[src/design/pldt_ram.sv]
// generic single write, single read ram with registered read data
module pldt_ram #(
   parameter int WIDTH = 8,
   parameter int DEPTH = 16
) (
   input  logic                     clock,
   input  logic                     wr_en,
   input  logic [$clog2(DEPTH)-1:0] wr_addr,
   input  logic [WIDTH-1:0]         wr_data,
   input  logic                     rd_en,
   input  logic [$clog2(DEPTH)-1:0] rd_addr,
   output logic [WIDTH-1:0]         rd_data
);

   logic [WIDTH-1:0] mem_ff [DEPTH];
   logic [WIDTH-1:0] rd_data_ff;

   always_ff @(posedge clock) begin
      if (wr_en) begin
         mem_ff[wr_addr] <= wr_data;
      end
      if (rd_en) begin
         rd_data_ff <= mem_ff[rd_addr];
      end
   end

   assign rd_data = rd_data_ff;

endmodule

[config.mk]
export PLATFORM = sky130hd
export DESIGN_NAME = pldt_ram
export DESIGN_NICKNAME = d
export VERILOG_FILES = /design/src/design/pldt_ram.sv
export SDC_FILE = /design/constraint.sdc
export NUM_CORES = 1
export LEC_CHECK = 0
export BUFFER_PORTS_ARGS = -buffer_cell sky130_fd_sc_hd__buf_2
export CAP_MARGIN = 40
export CELL_PAD_IN_SITES_DETAIL_PLACEMENT = 1
export CELL_PAD_IN_SITES_GLOBAL_PLACEMENT = 1
export CORE_ASPECT_RATIO = 2
export CORE_MARGIN = 4
export CORE_UTILIZATION = 35
export CTS_BUF_LIST = sky130_fd_sc_hd__clkbuf_4 sky130_fd_sc_hd__clkbuf_8
export CTS_CLUSTER_SIZE = 28
export DETAILED_ROUTE_END_ITERATION = 8
export PLACE_DENSITY = 0.63
export SLEW_MARGIN = 20
export SYNTH_ARGS = -nofsm -noshare
export SYNTH_HDL_FRONTEND = slang
export SYNTH_SLANG_ARGS = --single-unit
export TNS_END_PERCENT = 50
[constraint.sdc]
create_clock -name clock -period 4.3 [get_ports clock]
set_input_delay 0.43 -clock clock [delete_from_list [all_inputs] [get_ports clock]]
set_output_delay 0.43 -clock clock [all_outputs]
set_load 0.1 [all_outputs]
==> reports/results.ini <==
[outcome]
outcome=finished clean

[grt]
globalRouteOverflowTotal=0
grt_max_degree=33
grt_pass1_wl_microns=16810
grt_usage_pct=14.08
grt_pass1_vias=2731
grt_antenna_before_repair=0

[place]
dpl.hpwl_microns=7880
dpl.cell_count=456
globalplace.congestion=0.7286
port_buffers=26

[route]
wl_per_cell_microns=22.56
drc=0
wirelength_microns=11050
num_vias=2420
dr.pass1.iters=4
drtAntennaViolNets=0
first_iter_violations=187
drt-vias-per-instance=4.939

[layout]
drive_above_1_share_pct=33.56
stdcell_count=490
n_antenna_cell=0
seq_area_sq_um=4084
nets=301
multi_input_area_sq_um=1077
nFillCells=1400
area_delta_synth_final_pct=17.66

[pwr]
power.leakage_nw=2.050
power_w=0.002874
peakVddDrop_uv=184.9
p_per_area_nw_per_um2=467.3

[synthesis]
synth_top_area_share_pct=78.12
synth_largest_area_cell=edfxtp_1
seq_area_frac_synth_pct=78.12
ys_warn_count=0
ys_ff_latch=136
yosysMostFrequentCell=edfxtp_1
async_flop_share_pct=0
syn-num-nets=248
synth-main-ff-cell=edfxtp_1
synthesis.area_sq_um=5228
syn_area_per_cell_sq_um=22.83
synth.distinct_cells=18
syn_inst=229
synth_edf_count=136
synthTopCellsByCount=edfxtp_1 (136), mux4_2 (18), a22oi_1 (16), mux4_1 (14), nor2_1 (13)
synth.area.top_cells=edfxtp_1 (78%), mux4_2 (7.8%), mux4_1 (7.0%), a22oi_1 (2.3%), nor2_1 (0.93%)

[sta]
max_freq_mhz=545.9
final-max-slew-violation-count=0
worst_pin_slew_ps=830.4
min_period_ps=1832
rsz0062_at_grt=false
tns_ps=0
hold_viol_final=0
period_share_pct=42.60
fin_skew_ps=15.33
slew_headroom_pct=44.44
setup_violations=0

[clock_network]
cts_root_buf=clkbuf_8
cts.sinks=136
clock_latency_ps=440
postCtsHoldBufs=0
path_clk_slew_ps=80
post_cts.repair.setup_buffers=0
cts-htree-levels=4
ctsLongestPathBuffers=2
cts_tree=done
ctsResizeCount=0
cts_buffers=17

[critical_path]
end_kind=flop
crit_fanout=19
cp_cell_sequence=buf_2, buf_12, mux4_1, a22oi_1, nand2_1
cpMaxStageDelayCell=mux4_1
arrival_ps=2020
slowest_delay_ps=570
startpoint_type=input pin
path_class=in2reg
cp.required_ps=4480

[floorplanning]
coreArea_sq_um=14740
start_util_pct=35.46
rows=63
die_x_microns=94.42
dieArea_sq_um=17070
dieHeight_microns=180.8
io_pins=27

[job]
maxCapViolations=0

[hold_path]
hold_class=in2reg

## state kept, by name (all words and copies together), names as in the netlist
signal / flops
mem_ff: 128
rd_data: 8
## where the power goes
part / leakage (nW) / internal (W) / total, W / switching [W]
Clock: 0.231 / 0.000693 / 0.00119 / 0.000497
Sequential: 1.24 / 0.00149 / 0.00150 / 0.00000777
Combinational: 0.583 / 0.0000582 / 0.000185 / 0.000126
## through the flow
stage	area [sq um]	util, %	hold slack (ps)	setup slack, ps
global route	6151	41.73	335.0	2346
global placement	5535	37.55	722.7	1735
floorplan	5228	-	528.9	2377
finish	6151	41.73	352.8	2468
detailed placement	5668	38.45	734.9	1957
CTS	6123	41.54	329.8	2438
## worst paths after layout
path | start | end | slack, ps | cells after the start
hold / removal | rd_en | rd_data[4]$_DFFE_PP_ | 350 | 1
setup / recovery | rd_addr[0] | rd_data[1]$_DFFE_PP_ | 2470 | 5
setup reg to reg | mem_ff[1][5]$_DFFE_PP_ | rd_data[5]$_DFFE_PP_ | 2850 | 3
hold reg to reg | mem_ff[15][5]$_DFFE_PP_ | rd_data[5]$_DFFE_PP_ | 770 | 3
## logic make-up after synthesis
kind of cell	after synthesis	share of synthesized area [%]
buffers and inverters	10	1.651
AOI/OAI and AO/OA	16	2.298
DFF	136	78.12
muxes	32	14.79
and+or+nand+nor	35	3.136
## area by class of cell
cell class | instances | share of cell area [%]
sequential | 136 | 66.40
multi-input combinational | 83 | 17.51
timing repair buffer | 44 | 4.719
tap | 195 | 3.967
clock buffer | 17 | 3.804
clock inverter | 15 | 3.600
## placed cells by master, fill, tap and decap left out
cell and instances:
a22oi_1 16, and2_1 1, and2b_1 1, buf_12 2, buf_2 26, buf_4 16
bufinv_16 5, clkbuf_8 17, clkinv_2 4, clkinv_4 2, clkinvlp_4 1, edfxtp_1 136
inv_6 3, mux4_1 14, mux4_2 18, nand2_1 9, nand2b_1 2, nand3_1 1
nand3b_1 2, nor2_1 13, nor2b_1 1, nor3_2 4, or3b_2 1
## worst max-delay path, delay by kind of cell
family,cells,cell delay (ps)
buffers and inverters,2,660
muxes,1,570
AOI/OAI and AO/OA,1,240
and+or+nand+nor,1,100
## metal layers
| metal | share of wire [%] | wire length (microns) | vias up | track usage [%] |
|---|---|---|---|---|
| li1 | - | - | 1085 | - |
| met3 | 3.5 | 386 | 15 | 3.042 |
| met1 | 33 | 3661 | 1255 | 14.52 |
| met2 | 61 | 6788 | 65 | 26.59 |
| met4 | 2.0 | 217 | 0 | 5.729 |
| met5 | 0 | 0 | - | 0 |
(Power assumes the default switching activity.)
