--- src/design/pldt_pkg.sv ---
// shared types and constants for the packet log dedup table
package pldt_pkg;

   localparam int CAPACITY_DEFAULT = 256;
   localparam int ROW_TOTAL_W      = 9;
   localparam int HITS_W           = 32;

   typedef enum logic [1:0] {
      OP_LOG    = 2'd0,
      OP_READ   = 2'd1,
      OP_REWIND = 2'd2,
      OP_CLEAR  = 2'd3
   } op_type;

   typedef enum logic [2:0] {
      STATUS_NEW     = 3'd0,
      STATUS_MERGED  = 3'd1,
      STATUS_DROPPED = 3'd2,
      STATUS_ROW     = 3'd3,
      STATUS_END     = 3'd4,
      STATUS_DONE    = 3'd5
   } status_type;

   typedef enum logic [2:0] {
      S_IDLE,
      S_SCAN,
      S_HIT,
      S_APPEND,
      S_READ,
      S_RESP
   } state_type;

   typedef struct packed {
      op_type             op;
      logic [31:0]        now_time;
      logic [7:0]         protocol;
      logic [7:0]         action;
      logic [7:0]         hook;
      logic [31:0]        src_ip;
      logic [31:0]        dst_ip;
      logic [15:0]        sport;
      logic [15:0]        dport;
      logic signed [31:0] reason;
   } req_type;

   typedef struct packed {
      status_type              status;
      logic [31:0]             out_time;
      logic [7:0]              out_protocol;
      logic [7:0]              out_action;
      logic [7:0]              out_hook;
      logic [31:0]             out_src_ip;
      logic [31:0]             out_dst_ip;
      logic [15:0]             out_sport;
      logic [15:0]             out_dport;
      logic signed [31:0]      out_reason;
      logic [31:0]             out_count;
      logic [ROW_TOTAL_W-1:0]  row_total;
   } rsp_type;

   // eight-field match key of one row
   typedef struct packed {
      logic [7:0]         protocol;
      logic [7:0]         action;
      logic [7:0]         hook;
      logic [31:0]        src_ip;
      logic [31:0]        dst_ip;
      logic [15:0]        sport;
      logic [15:0]        dport;
      logic signed [31:0] reason;
   } key_type;

   typedef struct packed {
      key_type             key;
      logic [31:0]         seen_time;
      logic [HITS_W-1:0]   hits;
   } row_type;

   localparam int ROW_W = $bits(row_type);

   // result of the shared key compare unit
   typedef struct packed {
      logic              match;
      logic [HITS_W-1:0] hits_next;
   } cmp_res_type;

endpackage

--- src/design/pldt_keycmp.sv ---
// shared key compare and saturating hit increment unit
module pldt_keycmp import pldt_pkg::*; (
   input  row_type     row,
   input  key_type     key,
   output cmp_res_type res
);

   always_comb begin
      res.match     = (row.key == key);
      res.hits_next = (row.hits == {HITS_W{1'b1}}) ? row.hits : row.hits + HITS_W'(1);
   end

endmodule

--- config.mk ---
export PLATFORM = sky130hd
export DESIGN_NAME = pldt_keycmp
export DESIGN_NICKNAME = d
export VERILOG_FILES = /design/src/design/pldt_pkg.sv /design/src/design/pldt_keycmp.sv
export SDC_FILE = /design/constraint.sdc
export NUM_CORES = 1
export LEC_CHECK = 0
export BUFFER_PORTS_ARGS = -buffer_cell sky130_fd_sc_hd__buf_2
export CORE_AREA = 2 2 154 156
export DETAILED_ROUTE_END_ITERATION = 8
export DIE_AREA = 0 0 156 158
export PLACE_DENSITY_LB_ADDON = 0.12
export SETUP_SLACK_MARGIN = 0.02
export SLEW_MARGIN = 15
export SYNTH_ARGS = -nofsm -noshare
export SYNTH_HDL_FRONTEND = slang
export SYNTH_SLANG_ARGS = --single-unit
export TNS_END_PERCENT = 30
--- constraint.sdc ---
create_clock -name vclk -period 1.6
set_input_delay 0.24 -clock vclk [all_inputs]
set_output_delay 0.24 -clock vclk [all_outputs]
set_load 0.01 [all_outputs]
==> results.txt <==
The count of nets after finishing came out at 1118. After clock tree synthesis, the flow added hold-fix buffers numbering 0. The DRC violation count after routing is 0. After filler insertion, the fill cell instance count of the layout stands at 2578. The min-delay analysis places its worst path in the category input port to output port. The total congestion overflow after global routing is 0. The number of placement rows came out at 56.

The required time at the worst-slack endpoint came out at 1360 ps. The number of instances in the synthesized netlist is 322. Sequential cells were found to cover 0% of the synthesized design area.

The run finished, with violations left. The number of warnings reported in the yosys synthesis log is 0. The worst setup path is launched from an input port. The number of slew-limit violations in the final report came to 0. The effective utilization at floorplan came out at 10.9%.

The number of max-cap violations came out at 0. The first detailed-routing pass ran for 4 iterations. The number of failing hold endpoints at the final stage came to 0. The layout cell share with drive strength beyond 1 is 66.3%. STA puts the critical path data arrival time at 1720 ps. The count of clock-net buffers in the final layout came out at 0. The flip-flop and latch count came out at 0. The area share of the largest cell type after synthesis came out at 49.7%. The slew of the pin with the lowest slew margin came out at 363 ps. The post-synth net total is 691. The layout-stage area growth over the synthesis result came out at 130%. The storage element area is 0 µm². After detailed placement, the total cell area comes to 0.00513 mm². After layout, the worst setup slack is -357 ps. The count of boundary I/O pins is 401. The worst pin sits at a relative slew slack of 75.6%. The type of element capturing the critical path is an output port. The total core area is 0.0231 mm².

The first global-routing pass estimated 20.4 mm of wire. The worst hold path begins at row[12]. The final setup violation count came out at 33.

The routed design could run at a clock period as short as 1960 ps. Ranked by total cell area, the synthesized netlist is headed by xnor2_1 50%, xor2_1 13%, nand4_1 10%. The via count of the first global-routing pass came out at 3742. Dividing the detail-routed wire length by the instance count gives 14.9 µm. In the layout the commonest cells are 336 x buf_2, 124 x xnor2_1, 57 x buf_4.

The dominant cell type by area after synthesis is xnor2_1. The leakage dissipation came out at 0.00272 µW. The weighted congestion at the end of routability-driven global placement came out at 0.733. The maximum frequency from static timing analysis came out at 511 MHz. The critical path in this run is classified as input port to output port. The cell area that synthesis handed to floorplanning was 0.00252 mm². Once layout is done, the placed cells without fillers occupy 0.00581 mm².

The repair_antennas step left the layout with diodes totalling 0. The detailed-route via count is 3799. The area enclosed by the die boundary is ~0.025 mm².

The total global-route track usage is 10.9%. The remaining number of nets flagged by the antenna check after routing is 0. The count of routing violations after the opening detailed-route iteration came out at 71.

The final hold slack came out at 768 ps. The fraction of the cycle the final worst path needs is 122%. In this run, placement finished with an instance count of 1027. The via count normalized by instance count came out at 3.66. The placed wire-length estimate after detailed placement came out at 14.5 mm.

The count of placed standard cells in the final layout, fillers left out is approximately 1.0k. In this run the worst path has a maximum fanout of 1. Setup repair after global routing could not meet its margin everywhere. The post-layout utilization of the core is between 20% and 30%. The vertical die dimension came out at ~160 µm.

The final reports fail on negative setup slack. The post-synthesis average cell area is ~8 µm². The die extent in x came out at between 150 and 200 µm.

The worst min-delay path endpoint is res[12]. The most common cell after layout, fill and taps aside is buf_2. The total of buffers placed on input and output ports came out at 369.

The worst IR drop on VDD came out at between 0.00007 and 0.00008 V. The number of antenna violations at the first check in global routing is 2. The power density of the placed cells is 217 mW/mm².

The maximum number of pins on one net before global-route repair came out at 12. The netlist uses 31 different library cells. The number of instances on the worst hold path is 3. For this block, the routed nets add up to 15.5 mm of wire.
==> cells in the mapped netlist, drive strengths merged <==
master     n
and4       4
o2111a     1
nand2     14
inv        1
a31oi      1
ha         1
nand3     18
nand4     44
xnor2    143
and2       2
and3       4
nor2      11
nand4b     1
nor3       6
a21oi      1
o21ai      1
buf        7
or3        1
xor2      38
nand4bb    1
mux2       1
nor4      20
or2        1
==> metrics by stage <==
stage          TNS [ps]  setup WS, ps  total power [µW]
2_1_floorplan         0          7.18               451
3_3_place_gp      -9740          -565              1150
3_5_place_dp      -9720          -485              1150
4_1_cts           -8850          -380              1250
5_1_grt          -10770          -474              1370
6_report          -7240          -357              1260
==> cells by family after synthesis <==
logic type,synth area share [%]
AOI/OAI and AO/OA,1.09
xor gates and xnor gates,62.8
buffers and inverters,2.78
adders and majority gates,0.496
and+or+nand+nor,32.3
muxes,0.446
==> worst max-delay path by stage <==
| stage | start | to | slack, ps | cells after the start |
|---|---|---|---|---|
| floorplan | row[5] | res[15] | 7 | 6 |
| global placement | key[142] | res[32] | -570 | 8 |
| detailed placement | key[126] | res[32] | -480 | 7 |
| CTS | row[146] | res[32] | -380 | 8 |
| global route | key[82] | res[32] | -470 | 8 |
| finish | key[2] | res[32] | -360 | 8 |
==> critical path: stages <==
cell	delay, ps
buf_2	100
xnor2_1	170
nand4_1	170
nor4_2	290
buf_4	150
nand4_1	120
nor4_1	280
buf_2	180
==> per-layer routing <==
metal / vias up / part of all wire [%] / GRT usage (%)
li1: 1988 / - / -
met1: 1624 / 35 / 11.8
met2: 183 / 56 / 22.2
met3: 2 / 9.2 / 2.93
met4: 2 / 0 / 0
met5: - / 0.084 / 0
==> what timing repair did <==
| action | in CTS | in global routing |
|---|---|---|
| pin swaps | 43 | 23 |
| gates cloned | 1 | 0 |
| setup endpoints to repair | 33 | 33 |
| gates resized for setup | 83 | 34 |
| buffers inserted | 7 | 3 |
==> power breakdown <==
group	switching, µW	internal, µW
clock network	0	0
logic	501	757
registers	0	0
total	501	757
==> cell type report <==
type                            instances  area [µm²]  area share (%)
Inverter                                1        3.75          0.0646
Timing Repair Buffer                  432        2590            44.5
Multi-Input combinational cell        314        2850            49.1
Tap cell                              290         363            6.25
Power figures use the tool's default switching activity.
